## src/hdl/assert_macros.svh

```systemverilog
// Assertion macros for the RTL file that checks itself (the scorer top level).
// Depends on nothing; include it by its bare file name.
`ifndef ASSERT_MACROS_SVH
`define ASSERT_MACROS_SVH

// Same-cycle implication, disabled during reset.
`define ASSERT_IMPLIES(label, clk, rst_n, lhs, rhs) \
    label: assert property (@(posedge clk) disable iff (!rst_n) (lhs) |-> (rhs)) \
        else $error("assertion failed: same-cycle implication");

// Next-cycle implication, disabled during reset.
`define ASSERT_NEXT(label, clk, rst_n, lhs, rhs) \
    label: assert property (@(posedge clk) disable iff (!rst_n) (lhs) |=> (rhs)) \
        else $error("assertion failed: next-cycle implication");

`endif

```

## src/hdl/cas_pkg.sv

```systemverilog
// Package for the CIGAR alignment scorer: operation and register codes,
// fixed-point constants and a saturating add. Depends on nothing.
`default_nettype none

package cas_pkg;

    typedef enum logic [1:0] {
        OP_MATCH  = 2'd0,
        OP_INSERT = 2'd1,
        OP_DELETE = 2'd2,
        OP_OTHER  = 2'd3
    } op_kind_t;

    typedef enum logic [1:0] {
        CFG_MAX_MISMATCH_RATE  = 2'd0,
        CFG_MAX_INDEL_RATE     = 2'd1,
        CFG_MAX_MISMATCH_TOTAL = 2'd2,
        CFG_MAX_INDEL_TOTAL    = 2'd3
    } cfg_idx_t;

    localparam int RATE_W      = 17;
    localparam int Q_FRAC_BITS = 16;
    localparam logic [RATE_W-1:0] ONE_Q16 = 17'h10000;
    localparam int TOTAL_W     = 32;
    localparam int OUT_W       = 32;
    localparam int MAX_SUM_W   = 48;

    // Saturating add at the widest sum width; callers pass their own ceiling.
    function automatic logic [MAX_SUM_W-1:0] sat_add(
        input logic [MAX_SUM_W-1:0] a,
        input logic [MAX_SUM_W-1:0] b,
        input logic [MAX_SUM_W-1:0] ceiling
    );
        logic [MAX_SUM_W:0] s;
        s = {1'b0, a} + {1'b0, b};
        return (s > {1'b0, ceiling}) ? ceiling : s[MAX_SUM_W-1:0];
    endfunction

endpackage

`default_nettype wire

```

## src/hdl/cas_ifs.sv

```systemverilog
// Channel interfaces of the CIGAR alignment scorer: operation input,
// result output and configuration write. Depends on nothing.
`default_nettype none

interface cas_op_if;
    logic        valid;
    logic        ready;
    logic [1:0]  op_kind;
    logic [15:0] run_length;
    logic        last_op;

    modport source (output valid, op_kind, run_length, last_op, input ready);
    modport sink   (input valid, op_kind, run_length, last_op, output ready);
endinterface

interface cas_res_if;
    logic        valid;
    logic        ready;
    logic [31:0] mismatch_sum;
    logic [31:0] indel_sum;
    logic [31:0] aligned_length;
    logic        rate_ok;
    logic        count_ok;

    modport source (output valid, mismatch_sum, indel_sum, aligned_length,
                    rate_ok, count_ok, input ready);
    modport sink   (input valid, mismatch_sum, indel_sum, aligned_length,
                    rate_ok, count_ok, output ready);
endinterface

interface cas_cfg_if;
    logic        valid;
    logic        ready;
    logic [1:0]  index;
    logic [31:0] data;

    modport source (output valid, index, data, input ready);
    modport sink   (input valid, index, data, output ready);
endinterface

`default_nettype wire

```

## src/hdl/cas_run_tracker.sv

```systemverilog
// Run tracker: merges adjacent operations, closes runs into the sums and
// hands the closed sums and the trailing run off on the last operation.
// Depends on cas_pkg.
`default_nettype none

module cas_run_tracker #(
    parameter int SUM_BITS = 32
) (
    input  wire logic                  clk,
    input  wire logic                  rst_n,
    input  wire logic                  step,
    input  wire cas_pkg::op_kind_t     kind,
    input  wire logic [SUM_BITS-1:0]   len,
    input  wire logic                  last,
    output cas_pkg::op_kind_t          trail_kind,
    output logic [SUM_BITS-1:0]        trail_len,
    output logic [SUM_BITS-1:0]        closed_mism,
    output logic [SUM_BITS-1:0]        closed_indel,
    output logic [SUM_BITS-1:0]        closed_len
);

    localparam logic [cas_pkg::MAX_SUM_W-1:0] SUM_MAX =
        (48'd1 << SUM_BITS) - 48'd1;

    cas_pkg::op_kind_t     pend_kind_reg, pend_kind_next;
    logic [SUM_BITS-1:0]   pend_len_reg, pend_len_next;
    logic                  open_reg, open_next;
    logic                  lead_reg, lead_next;
    logic [SUM_BITS-1:0]   mism_reg, mism_next;
    logic [SUM_BITS-1:0]   indel_reg, indel_next;
    logic [SUM_BITS-1:0]   len_acc_reg, len_acc_next;

    logic                  merge;
    logic                  close;
    logic                  pend_indel;
    logic [SUM_BITS-1:0]   run_len;

    always_comb
    begin
        merge      = open_reg && (pend_kind_reg == kind);
        close      = open_reg && !merge;
        pend_indel = (pend_kind_reg == cas_pkg::OP_INSERT) ||
                     (pend_kind_reg == cas_pkg::OP_DELETE);

        closed_mism  = mism_reg;
        closed_indel = indel_reg;
        closed_len   = len_acc_reg;
        if (close)
        begin
            if (pend_kind_reg == cas_pkg::OP_OTHER)
                closed_mism = SUM_BITS'(cas_pkg::sat_add(48'(mism_reg),
                                                         48'(pend_len_reg), SUM_MAX));
            if (pend_indel && !lead_reg)
                closed_indel = SUM_BITS'(cas_pkg::sat_add(48'(indel_reg),
                                                          48'(pend_len_reg), SUM_MAX));
            if (!(pend_indel && lead_reg))
                closed_len = SUM_BITS'(cas_pkg::sat_add(48'(len_acc_reg),
                                                        48'(pend_len_reg), SUM_MAX));
        end

        run_len = merge ? SUM_BITS'(cas_pkg::sat_add(48'(pend_len_reg), 48'(len), SUM_MAX))
                        : len;
        trail_kind = kind;
        trail_len  = run_len;

        pend_kind_next = pend_kind_reg;
        pend_len_next  = pend_len_reg;
        open_next      = open_reg;
        lead_next      = lead_reg;
        mism_next      = mism_reg;
        indel_next     = indel_reg;
        len_acc_next   = len_acc_reg;
        if (step)
        begin
            if (last)
            begin
                // clear for the next alignment
                pend_kind_next = cas_pkg::OP_MATCH;
                pend_len_next  = '0;
                open_next      = 1'b0;
                lead_next      = 1'b1;
                mism_next      = '0;
                indel_next     = '0;
                len_acc_next   = '0;
            end
            else
            begin
                pend_kind_next = kind;
                pend_len_next  = run_len;
                open_next      = 1'b1;
                lead_next      = close ? 1'b0 : lead_reg;
                mism_next      = closed_mism;
                indel_next     = closed_indel;
                len_acc_next   = closed_len;
            end
        end
    end

    always_ff @(posedge clk or negedge rst_n)
    begin
        if (!rst_n)
        begin
            pend_kind_reg <= cas_pkg::OP_MATCH;
            pend_len_reg  <= '0;
            open_reg      <= 1'b0;
            lead_reg      <= 1'b1;
            mism_reg      <= '0;
            indel_reg     <= '0;
            len_acc_reg   <= '0;
        end
        else
        begin
            pend_kind_reg <= pend_kind_next;
            pend_len_reg  <= pend_len_next;
            open_reg      <= open_next;
            lead_reg      <= lead_next;
            mism_reg      <= mism_next;
            indel_reg     <= indel_next;
            len_acc_reg   <= len_acc_next;
        end
    end

endmodule

`default_nettype wire

```

## src/hdl/cas_flag_pipe.sv

```systemverilog
// Flag pipeline: registers the final sums, forms the rate products and the
// count check, then compares and holds the result for the output channel.
// Depends on cas_pkg and cas_ifs.
`default_nettype none

module cas_flag_pipe #(
    parameter int SUM_BITS = 32
) (
    input  wire logic                           clk,
    input  wire logic                           rst_n,
    input  wire logic                           in_valid,
    output logic                                in_ready,
    input  wire logic [SUM_BITS-1:0]            mism,
    input  wire logic [SUM_BITS-1:0]            indel,
    input  wire logic [SUM_BITS-1:0]            len,
    input  wire logic [cas_pkg::RATE_W-1:0]     mism_rate,
    input  wire logic [cas_pkg::RATE_W-1:0]     indel_rate,
    input  wire logic [cas_pkg::TOTAL_W-1:0]    mism_total,
    input  wire logic [cas_pkg::TOTAL_W-1:0]    indel_total,
    cas_res_if.source                           res
);

    localparam int PROD_W = SUM_BITS + cas_pkg::RATE_W;
    localparam int CMP_W  = (SUM_BITS > cas_pkg::OUT_W) ? SUM_BITS : cas_pkg::OUT_W;

    // stage 1: final sums
    logic                 p1_valid_reg;
    logic [SUM_BITS-1:0]  p1_mism_reg, p1_indel_reg, p1_len_reg;
    // stage 2: products and count check
    logic                 p2_valid_reg;
    logic [SUM_BITS-1:0]  p2_mism_reg, p2_indel_reg, p2_len_reg;
    logic [PROD_W-1:0]    p2_mprod_reg, p2_iprod_reg;
    logic                 p2_count_ok_reg, p2_nonzero_reg;
    // result register
    logic                 out_valid_reg;
    logic [cas_pkg::OUT_W-1:0] out_mism_reg, out_indel_reg, out_len_reg;
    logic                 out_rate_ok_reg, out_count_ok_reg;

    logic                 out_ready_int, p2_ready, p1_ready;
    logic [cas_pkg::RATE_W-1:0] mrate_c, irate_c;
    logic [PROD_W-1:0]    mprod_next, iprod_next;
    logic                 count_ok_next, rate_ok_next;
    logic [CMP_W-1:0]     mism_w, indel_w, len_w;

    assign out_ready_int = !out_valid_reg || res.ready;
    assign p2_ready      = !p2_valid_reg || out_ready_int;
    assign p1_ready      = !p1_valid_reg || p2_ready;
    assign in_ready      = p1_ready;

    always_comb
    begin
        // rates above one act as one
        mrate_c = (mism_rate > cas_pkg::ONE_Q16) ? cas_pkg::ONE_Q16 : mism_rate;
        irate_c = (indel_rate > cas_pkg::ONE_Q16) ? cas_pkg::ONE_Q16 : indel_rate;
        mprod_next = PROD_W'(mrate_c) * PROD_W'(p1_len_reg);
        iprod_next = PROD_W'(irate_c) * PROD_W'(p1_len_reg);
        count_ok_next = (CMP_W'(p1_mism_reg) <= CMP_W'(mism_total)) &&
                        (CMP_W'(p1_indel_reg) <= CMP_W'(indel_total));

        rate_ok_next = p2_nonzero_reg &&
            ((PROD_W'(p2_mism_reg) << cas_pkg::Q_FRAC_BITS) <= p2_mprod_reg) &&
            ((PROD_W'(p2_indel_reg) << cas_pkg::Q_FRAC_BITS) <= p2_iprod_reg);
        mism_w  = CMP_W'(p2_mism_reg);
        indel_w = CMP_W'(p2_indel_reg);
        len_w   = CMP_W'(p2_len_reg);
    end

    always_ff @(posedge clk or negedge rst_n)
    begin
        if (!rst_n)
        begin
            p1_valid_reg  <= 1'b0;
            p2_valid_reg  <= 1'b0;
            out_valid_reg <= 1'b0;
        end
        else
        begin
            if (p1_ready)
                p1_valid_reg <= in_valid;
            if (p2_ready)
                p2_valid_reg <= p1_valid_reg;
            if (out_ready_int)
                out_valid_reg <= p2_valid_reg;
        end
    end

    always_ff @(posedge clk)
    begin
        if (p1_ready && in_valid)
        begin
            p1_mism_reg  <= mism;
            p1_indel_reg <= indel;
            p1_len_reg   <= len;
        end
        if (p2_ready && p1_valid_reg)
        begin
            p2_mism_reg     <= p1_mism_reg;
            p2_indel_reg    <= p1_indel_reg;
            p2_len_reg      <= p1_len_reg;
            p2_mprod_reg    <= mprod_next;
            p2_iprod_reg    <= iprod_next;
            p2_count_ok_reg <= count_ok_next;
            p2_nonzero_reg  <= (p1_len_reg != '0);
        end
        if (out_ready_int && p2_valid_reg)
        begin
            out_mism_reg     <= mism_w[cas_pkg::OUT_W-1:0];
            out_indel_reg    <= indel_w[cas_pkg::OUT_W-1:0];
            out_len_reg      <= len_w[cas_pkg::OUT_W-1:0];
            out_rate_ok_reg  <= rate_ok_next;
            out_count_ok_reg <= p2_count_ok_reg;
        end
    end

    assign res.valid          = out_valid_reg;
    assign res.mismatch_sum   = out_mism_reg;
    assign res.indel_sum      = out_indel_reg;
    assign res.aligned_length = out_len_reg;
    assign res.rate_ok        = out_rate_ok_reg;
    assign res.count_ok       = out_count_ok_reg;

endmodule

`default_nettype wire

```

## src/hdl/cigar_alignment_scorer_top.sv

```systemverilog
// Top level of the CIGAR alignment scorer: input register, run tracker,
// hand-off register, flag pipeline and configuration registers.
// Depends on cas_pkg, cas_ifs, cas_run_tracker, cas_flag_pipe, assert_macros.svh.
//
// Usage:
//   op  : one CIGAR operation per transfer (kind, run length, last flag).
//   res : one result per alignment, sent after the transfer of its last op.
//   cfg : register writes (index 0..3), always ready; write only while idle.
// Throughput is one operation per cycle unless a stall reaches the hand-off register:
// each op only touches the held run and the running sums, so no stage holds it back.
// A last op, once transferred, passes the input register, the run tracker into the
// hand-off register, the final sums, the products and the compare into the result
// register before res.valid rises.
// Reset clears the run state (no run held, next run leading, sums zero) and
// sets the rate limits to one and the count limits to all ones.
// When res stalls, the result register holds and each stage behind it fills
// in turn; ops that are not last still stream into the tracker until a last
// op finds the hand-off register full, then op.ready drops.
`default_nettype none
`include "assert_macros.svh"

module cigar_alignment_scorer_top #(
    parameter int RUN_BITS = 16,
    parameter int SUM_BITS = 32
) (
    input  wire logic clk,
    input  wire logic rst_n,
    cas_op_if.sink    op,
    cas_cfg_if.sink   cfg,
    cas_res_if.source res
);

    // Mask applied to the 16-bit run length field.
    localparam logic [15:0] RUN_MASK =
        (RUN_BITS >= 16) ? 16'hFFFF : 16'((32'd1 << RUN_BITS) - 32'd1);
    localparam logic [cas_pkg::MAX_SUM_W-1:0] SUM_MAX =
        (48'd1 << SUM_BITS) - 48'd1;

    // Configuration registers.
    logic [cas_pkg::RATE_W-1:0]  mrate_reg, irate_reg;
    logic [cas_pkg::TOTAL_W-1:0] mtotal_reg, itotal_reg;

    // Input register.
    logic                 s1_valid_reg;
    cas_pkg::op_kind_t    s1_kind_reg;
    logic [SUM_BITS-1:0]  s1_len_reg;
    logic                 s1_last_reg;

    // Hand-off register: sums with inner runs closed, plus the trailing run.
    logic                 s2_valid_reg;
    logic [SUM_BITS-1:0]  s2_mism_reg, s2_indel_reg, s2_len_reg;
    cas_pkg::op_kind_t    s2_tkind_reg;
    logic [SUM_BITS-1:0]  s2_tlen_reg;

    logic                 s1_move, s2_ready, pipe_ready, op_xfer;
    cas_pkg::op_kind_t    trail_kind;
    logic [SUM_BITS-1:0]  trail_len, closed_mism, closed_indel, closed_len;
    logic [SUM_BITS-1:0]  fin_mism, fin_indel, fin_len;

    // Handshake: non-last ops always drain; a last op needs the hand-off slot.
    assign s2_ready = !s2_valid_reg || pipe_ready;
    assign s1_move  = s1_valid_reg && (!s1_last_reg || s2_ready);
    assign op.ready = !s1_valid_reg || s1_move;
    assign op_xfer  = op.valid && op.ready;
    assign cfg.ready = 1'b1;

    always_ff @(posedge clk or negedge rst_n)
    begin
        if (!rst_n)
        begin
            mrate_reg  <= cas_pkg::ONE_Q16;
            irate_reg  <= cas_pkg::ONE_Q16;
            mtotal_reg <= '1;
            itotal_reg <= '1;
        end
        else if (cfg.valid && cfg.ready)
        begin
            unique case (cas_pkg::cfg_idx_t'(cfg.index))
                cas_pkg::CFG_MAX_MISMATCH_RATE:  mrate_reg  <= cfg.data[cas_pkg::RATE_W-1:0];
                cas_pkg::CFG_MAX_INDEL_RATE:     irate_reg  <= cfg.data[cas_pkg::RATE_W-1:0];
                cas_pkg::CFG_MAX_MISMATCH_TOTAL: mtotal_reg <= cfg.data;
                cas_pkg::CFG_MAX_INDEL_TOTAL:    itotal_reg <= cfg.data;
            endcase
        end
    end

    // Valid bits of the input and hand-off registers.
    always_ff @(posedge clk or negedge rst_n)
    begin
        if (!rst_n)
        begin
            s1_valid_reg <= 1'b0;
            s2_valid_reg <= 1'b0;
        end
        else
        begin
            if (op.ready)
                s1_valid_reg <= op.valid;
            if (s2_ready)
                s2_valid_reg <= s1_move && s1_last_reg;
        end
    end

    // Payload: capture the op with its run length masked to RUN_BITS.
    always_ff @(posedge clk)
    begin
        if (op_xfer)
        begin
            s1_kind_reg <= cas_pkg::op_kind_t'(op.op_kind);
            s1_len_reg  <= SUM_BITS'(op.run_length & RUN_MASK);
            s1_last_reg <= op.last_op;
        end
        if (s2_ready && s1_move && s1_last_reg)
        begin
            s2_mism_reg  <= closed_mism;
            s2_indel_reg <= closed_indel;
            s2_len_reg   <= closed_len;
            s2_tkind_reg <= trail_kind;
            s2_tlen_reg  <= trail_len;
        end
    end

    cas_run_tracker #(
        .SUM_BITS (SUM_BITS)
    ) u_tracker (
        .clk          (clk),
        .rst_n        (rst_n),
        .step         (s1_move),
        .kind         (s1_kind_reg),
        .len          (s1_len_reg),
        .last         (s1_last_reg),
        .trail_kind   (trail_kind),
        .trail_len    (trail_len),
        .closed_mism  (closed_mism),
        .closed_indel (closed_indel),
        .closed_len   (closed_len)
    );

    // Trailing run sits at the edge: drop indels, count matches and others.
    always_comb
    begin
        fin_mism  = s2_mism_reg;
        fin_indel = s2_indel_reg;
        fin_len   = s2_len_reg;
        unique case (s2_tkind_reg)
            cas_pkg::OP_MATCH:
                fin_len = SUM_BITS'(cas_pkg::sat_add(48'(s2_len_reg), 48'(s2_tlen_reg), SUM_MAX));
            cas_pkg::OP_OTHER:
            begin
                fin_mism = SUM_BITS'(cas_pkg::sat_add(48'(s2_mism_reg), 48'(s2_tlen_reg),
                                                      SUM_MAX));
                fin_len  = SUM_BITS'(cas_pkg::sat_add(48'(s2_len_reg), 48'(s2_tlen_reg),
                                                      SUM_MAX));
            end
            cas_pkg::OP_INSERT, cas_pkg::OP_DELETE:
                fin_len = s2_len_reg;
        endcase
    end

    cas_flag_pipe #(
        .SUM_BITS (SUM_BITS)
    ) u_flags (
        .clk         (clk),
        .rst_n       (rst_n),
        .in_valid    (s2_valid_reg),
        .in_ready    (pipe_ready),
        .mism        (fin_mism),
        .indel       (fin_indel),
        .len         (fin_len),
        .mism_rate   (mrate_reg),
        .indel_rate  (irate_reg),
        .mism_total  (mtotal_reg),
        .indel_total (itotal_reg),
        .res         (res)
    );

    // A held op that does not end its alignment never stalls.
    `ASSERT_IMPLIES(a_inner_op_drains, clk, rst_n, s1_valid_reg && !s1_last_reg, s1_move)
    // A last op leaving the input register lands in the hand-off register.
    `ASSERT_NEXT(a_last_op_handoff, clk, rst_n, s1_move && s1_last_reg, s2_valid_reg)
    // A stalled hand-off holds its sums.
    `ASSERT_NEXT(a_handoff_holds, clk, rst_n, s2_valid_reg && !pipe_ready,
                 s2_valid_reg && $stable(s2_len_reg) && $stable(s2_tlen_reg))

endmodule

`default_nettype wire

```

## src/flat_wrapper.sv

```systemverilog
// flat-port wrapper written by rule: the top's interface ports become plain ports
module cigar_alignment_scorer_top_flat 
#(
    parameter int RUN_BITS = 16,
    parameter int SUM_BITS = 32
)
  (clk, rst_n, op_valid, op_op_kind, op_run_length, op_last_op, op_ready, cfg_valid, cfg_index, cfg_data, cfg_ready, res_valid, res_mismatch_sum, res_indel_sum, res_aligned_length, res_rate_ok, res_count_ok, res_ready);
  cas_op_if op_i ();
  cas_cfg_if cfg_i ();
  cas_res_if res_i ();
  input  wire logic clk;
  input  wire logic rst_n;
  input wire logic [$bits(op_i.valid)-1:0] op_valid;
  input wire logic [$bits(op_i.op_kind)-1:0] op_op_kind;
  input wire logic [$bits(op_i.run_length)-1:0] op_run_length;
  input wire logic [$bits(op_i.last_op)-1:0] op_last_op;
  output wire logic [$bits(op_i.ready)-1:0] op_ready;
  input wire logic [$bits(cfg_i.valid)-1:0] cfg_valid;
  input wire logic [$bits(cfg_i.index)-1:0] cfg_index;
  input wire logic [$bits(cfg_i.data)-1:0] cfg_data;
  output wire logic [$bits(cfg_i.ready)-1:0] cfg_ready;
  output wire logic [$bits(res_i.valid)-1:0] res_valid;
  output wire logic [$bits(res_i.mismatch_sum)-1:0] res_mismatch_sum;
  output wire logic [$bits(res_i.indel_sum)-1:0] res_indel_sum;
  output wire logic [$bits(res_i.aligned_length)-1:0] res_aligned_length;
  output wire logic [$bits(res_i.rate_ok)-1:0] res_rate_ok;
  output wire logic [$bits(res_i.count_ok)-1:0] res_count_ok;
  input wire logic [$bits(res_i.ready)-1:0] res_ready;
  assign op_i.valid = op_valid;
  assign op_i.op_kind = op_op_kind;
  assign op_i.run_length = op_run_length;
  assign op_i.last_op = op_last_op;
  assign op_ready = op_i.ready;
  assign cfg_i.valid = cfg_valid;
  assign cfg_i.index = cfg_index;
  assign cfg_i.data = cfg_data;
  assign cfg_ready = cfg_i.ready;
  assign res_valid = res_i.valid;
  assign res_mismatch_sum = res_i.mismatch_sum;
  assign res_indel_sum = res_i.indel_sum;
  assign res_aligned_length = res_i.aligned_length;
  assign res_rate_ok = res_i.rate_ok;
  assign res_count_ok = res_i.count_ok;
  assign res_i.ready = res_ready;
  cigar_alignment_scorer_top #(.RUN_BITS(RUN_BITS), .SUM_BITS(SUM_BITS)) u_core (.clk(clk), .rst_n(rst_n), .op(op_i), .cfg(cfg_i), .res(res_i));
endmodule
```

## config.mk

```make
export PLATFORM = sky130hd
export DESIGN_NAME = cigar_alignment_scorer_top_flat
export DESIGN_NICKNAME = d
export VERILOG_FILES = /design/src/hdl/cas_pkg.sv /design/src/hdl/cas_ifs.sv /design/src/hdl/cas_run_tracker.sv /design/src/hdl/cas_flag_pipe.sv /design/src/hdl/cigar_alignment_scorer_top.sv /design/src/flat_wrapper.sv
export VERILOG_INCLUDE_DIRS = /design/src /design/src/hdl
export SDC_FILE = /design/constraint.sdc
export NUM_CORES = 2
export LEC_CHECK = 0
export ABC_AREA = 1
export BUFFER_PORTS_ARGS = -buffer_cell sky130_fd_sc_hd__buf_2
export CORE_AREA = 4 4 379 381
export CTS_BUF_LIST = sky130_fd_sc_hd__clkbuf_2 sky130_fd_sc_hd__clkbuf_4 sky130_fd_sc_hd__clkbuf_8
export DETAILED_ROUTE_END_ITERATION = 6
export DIE_AREA = 0 0 383 385
export HOLD_SLACK_MARGIN = 0.15
export PLACE_DENSITY_LB_ADDON = 0.1
export SYNTH_ARGS = -nofsm -noshare
export SYNTH_HDL_FRONTEND = slang
export SYNTH_SLANG_ARGS = --single-unit
```

## constraint.sdc

```tcl
create_clock -name clk -period 5.76 [get_ports clk]
set_input_delay 1.728 -clock clk [delete_from_list [all_inputs] [get_ports clk]]
set_output_delay 1.728 -clock clk [all_outputs]
set_load 0.02 [all_outputs]
```

==> out/qor.csv <==
stage;metric;value;unit
synth;syn_nets;11200;
clock_tree;htreeDepth;4;
worst_setup_path;max_stage_delay;0.53;ns
clock_tree;tritoncts;yes;
worst_setup_path;critPathTopFamily;adder cells;
cells_and_area;n_fill_cell;11700;
clock_tree;worstSkewPairLatency;0.90;ns
global_routing;grt_pass1_wl;418;mm
die;fp.dieH;385;µm
worst_setup_path;worstPathRequired;6.41;ns
drt;drt_wl_total;280;mm
die;core_area;141000;µm²
global_routing;first_global_vias;70200;
die;ios;159;
drt;drc_errors;0;
synth;synth.top_cell.area_share;22.8;%
cells_and_area;final_cell_mix;nand2_1 (2,389), inv_1 (1,804), fa_1 (870), nor2_1 (688), buf_4 (633);
drt;avgViaCountPerCell;5.54;
synth;ys_seq_elements;774;
clock_tree;cts.path.max_buffers;3;
drt;final_antenna_net_count;0;
worst_setup_path;end_kind;flip-flop;
die;rows;138;
synth;synth-edff-count;539;
timing;rsz0062_at_grt;true;
synth;ys_types;54;
timing;max_freq;149;MHz
drt;drtPass1Iterations;6;
run_status;status;finished, violations left;
global_routing;grt_usage;38.0;%
hold_path;hold_class;reg -> reg;
worst_setup_path;start_kind;flip-flop;
worst_setup_path;path_buf_inv;12;
placed_design;port-buffer-count;157;
timing;hold_viol;0;
synth;syn_inst;9693;
worst_setup_path;crit_top_cell;fa_1;
worst_setup_path;crit_slowest_cell;fa_1;
timing;slew-limit-headroom;19.2;%
timing;slew_violations;0;
timing;worst_pin_slew;1.21;ns
synth;synth_area;79300;µm²
clock_tree;cts.sinks;774;
placed_design;routabilityCongestion;1.02;
cells_and_area;multi_input_area;52400;µm²
timing;setup-tns-final;-55.83;ns
clock_tree;clk_pin_slew;0.08;ns
drt;drt_iter0_markers;6001;
synth;synth_area_leaders;fa_1 (23%), edfxtp_1 (20%), nand2_1 (12%);
die;dieArea;147000;µm²
synth;ys_seq_area_share;27.9;%
synth;ys_warn_count;0;
run_status;violations;setup timing;
cells_and_area;area_growth;20.3;%
timing;worst_slack;-0.942;ns
global_routing;grt_overflow;0;
timing;finClkSkew;0.0535;ns
synth;ys_async_sr_fraction;30.4;%
cells_and_area;nNetsFinal;12000;
synth;ys.flop_type;edfxtp_1;
worst_setup_path;critPathKind;reg -> reg;
placed_design;place_hpwl;225;mm
timing;fin_crit;6.70;ns
synth;syn_area_per_cell;8.19;µm²
cells_and_area;drive_gt1_share;20.8;%
die;start_util;56.5;%
cells_and_area;seqCellArea;22200;µm²
timing;finalCritPeriodShare;116;%
drt;vias;69200;
clock_tree;cts_buffers;138;
drt;wl_per_cell;22.4;µm
worst_setup_path;critPathMaxFanout;6;
flow_run;cap_violations;0;
cells_and_area;final_common_cell;nand2_1;
die;dieWidth;383;µm
clock_tree;root_buffer;clkbuf_8;
global_routing;grt_max_degree;129;
timing;setup_viol;79;
synth;synth_top_area_cell;fa_1;
global_routing;antenna_found_initial;9;
worst_setup_path;arrival;7.36;ns
final cells by class:
| cell class | instances | area share (%) |
|---|---|---|
| timing repair buffer | 917 | 8.24 |
| sequential | 774 | 23.2 |
| antenna | 5 | 0.0131 |
| clock buffer | 182 | 2.40 |
| timing repair inverter | 7 | 0.0878 |
| multi-input combinational | 6712 | 54.9 |
| tap | 1890 | 2.48 |
| inverter | 1938 | 7.80 |
| clock inverter | 71 | 0.828 |
final timing paths:
check | slack [ns] | cells after the start | endpoint | startpoint
min in group asynchronous | 0.73 | 1 | u_core.u_tracker.indel_reg[18] | rst_n
max in group asynchronous | 3.94 | 2 | u_core.mtotal_reg[27] | rst_n
min reg2reg | 0.41 | 0 | u_core.u_flags.res.aligned_length[23] | u_core.u_flags.len_w[23]
min | 0.41 | 0 | u_core.u_flags.res.aligned_length[23] | u_core.u_flags.len_w[23]
max reg2reg | -0.94 | 32 | u_core.u_flags.p2_mprod_reg[48] | u_core.mrate_reg[12]
max | -0.94 | 32 | u_core.u_flags.p2_mprod_reg[48] | u_core.mrate_reg[12]
cells in the mapped netlist, types with 12 or more instances:
library cell and n:
and2_1 14, dfstp_2 67, fa_1 904, a21o_1 25, or2_2 114, ha_1 552
nand2_1 2513, a21oi_2 12, o21bai_1 27, nand4_1 57, dfrtp_1 168, nor3_1 64
xor2_1 74, a21boi_0 53, o21a_1 19, nor2_2 12, clkbuf_1 169, nand3_1 365
a31oi_1 25, edfxtp_1 539, o21ai_0 290, nor2_1 952, buf_4 18, nor4_1 26
a21oi_1 382, buf_2 66, a21boi_1 25, buf_6 19, nand2_2 12, xnor2_1 98
clkinv_1 28, inv_1 1899, nand3b_1 35
through the flow:
stage	util [%]	area, µm²	cells	worst slack (ns)	hold WS [ns]
6_report	67.9	95500	12500	-0.942	0.412
3_5_place_dp	63.2	88800	12100	-1.14	0.405
2_1_floorplan	-	81200	9693	-0.286	0.400
3_3_place_gp	63.2	88800	12100	-1.18	0.401
5_1_grt	67.9	95400	12500	-1.18	0.423
4_1_cts	66.6	93600	12400	-0.840	0.416
layer usage:
layer | vias to the layer above | wire (µm) | global-route usage, %
li1 | 31500 | - | -
met2 | 3104 | 126000 | 59.9
met1 | 33700 | 109000 | 48.7
met3 | 830 | 23600 | 7.04
met4 | 6 | 21700 | 24.1
met5 | - | 42 | 0
repair_timing:
action / in CTS / in global routing
pin swaps: 157 / 207
resized for setup: 357 / 349
setup endpoints to repair: 80 / 81
hold buffers: 0 / 0
cloned: 12 / 6
setup buffers: 40 / 49
kinds of logic after synthesis:
| family | Yosys count | share of synthesized area [%] |
|---|---|---|
| flip-flops | 774 | 27.9 |
| XOR/XNOR | 172 | 1.90 |
| adder cells (fa/ha/maj) | 1456 | 31.5 |
| buffers and inverters | 2212 | 10.8 |
| AND/OR/NAND/NOR | 4196 | 21.6 |
| AO/OA/AOI/OAI | 882 | 6.19 |
| other | 1 | 0.00473 |
Power is left out: the tool's default activity adds up to more than one toggle a clock period on the data nets, which glitch-free logic cannot reach.
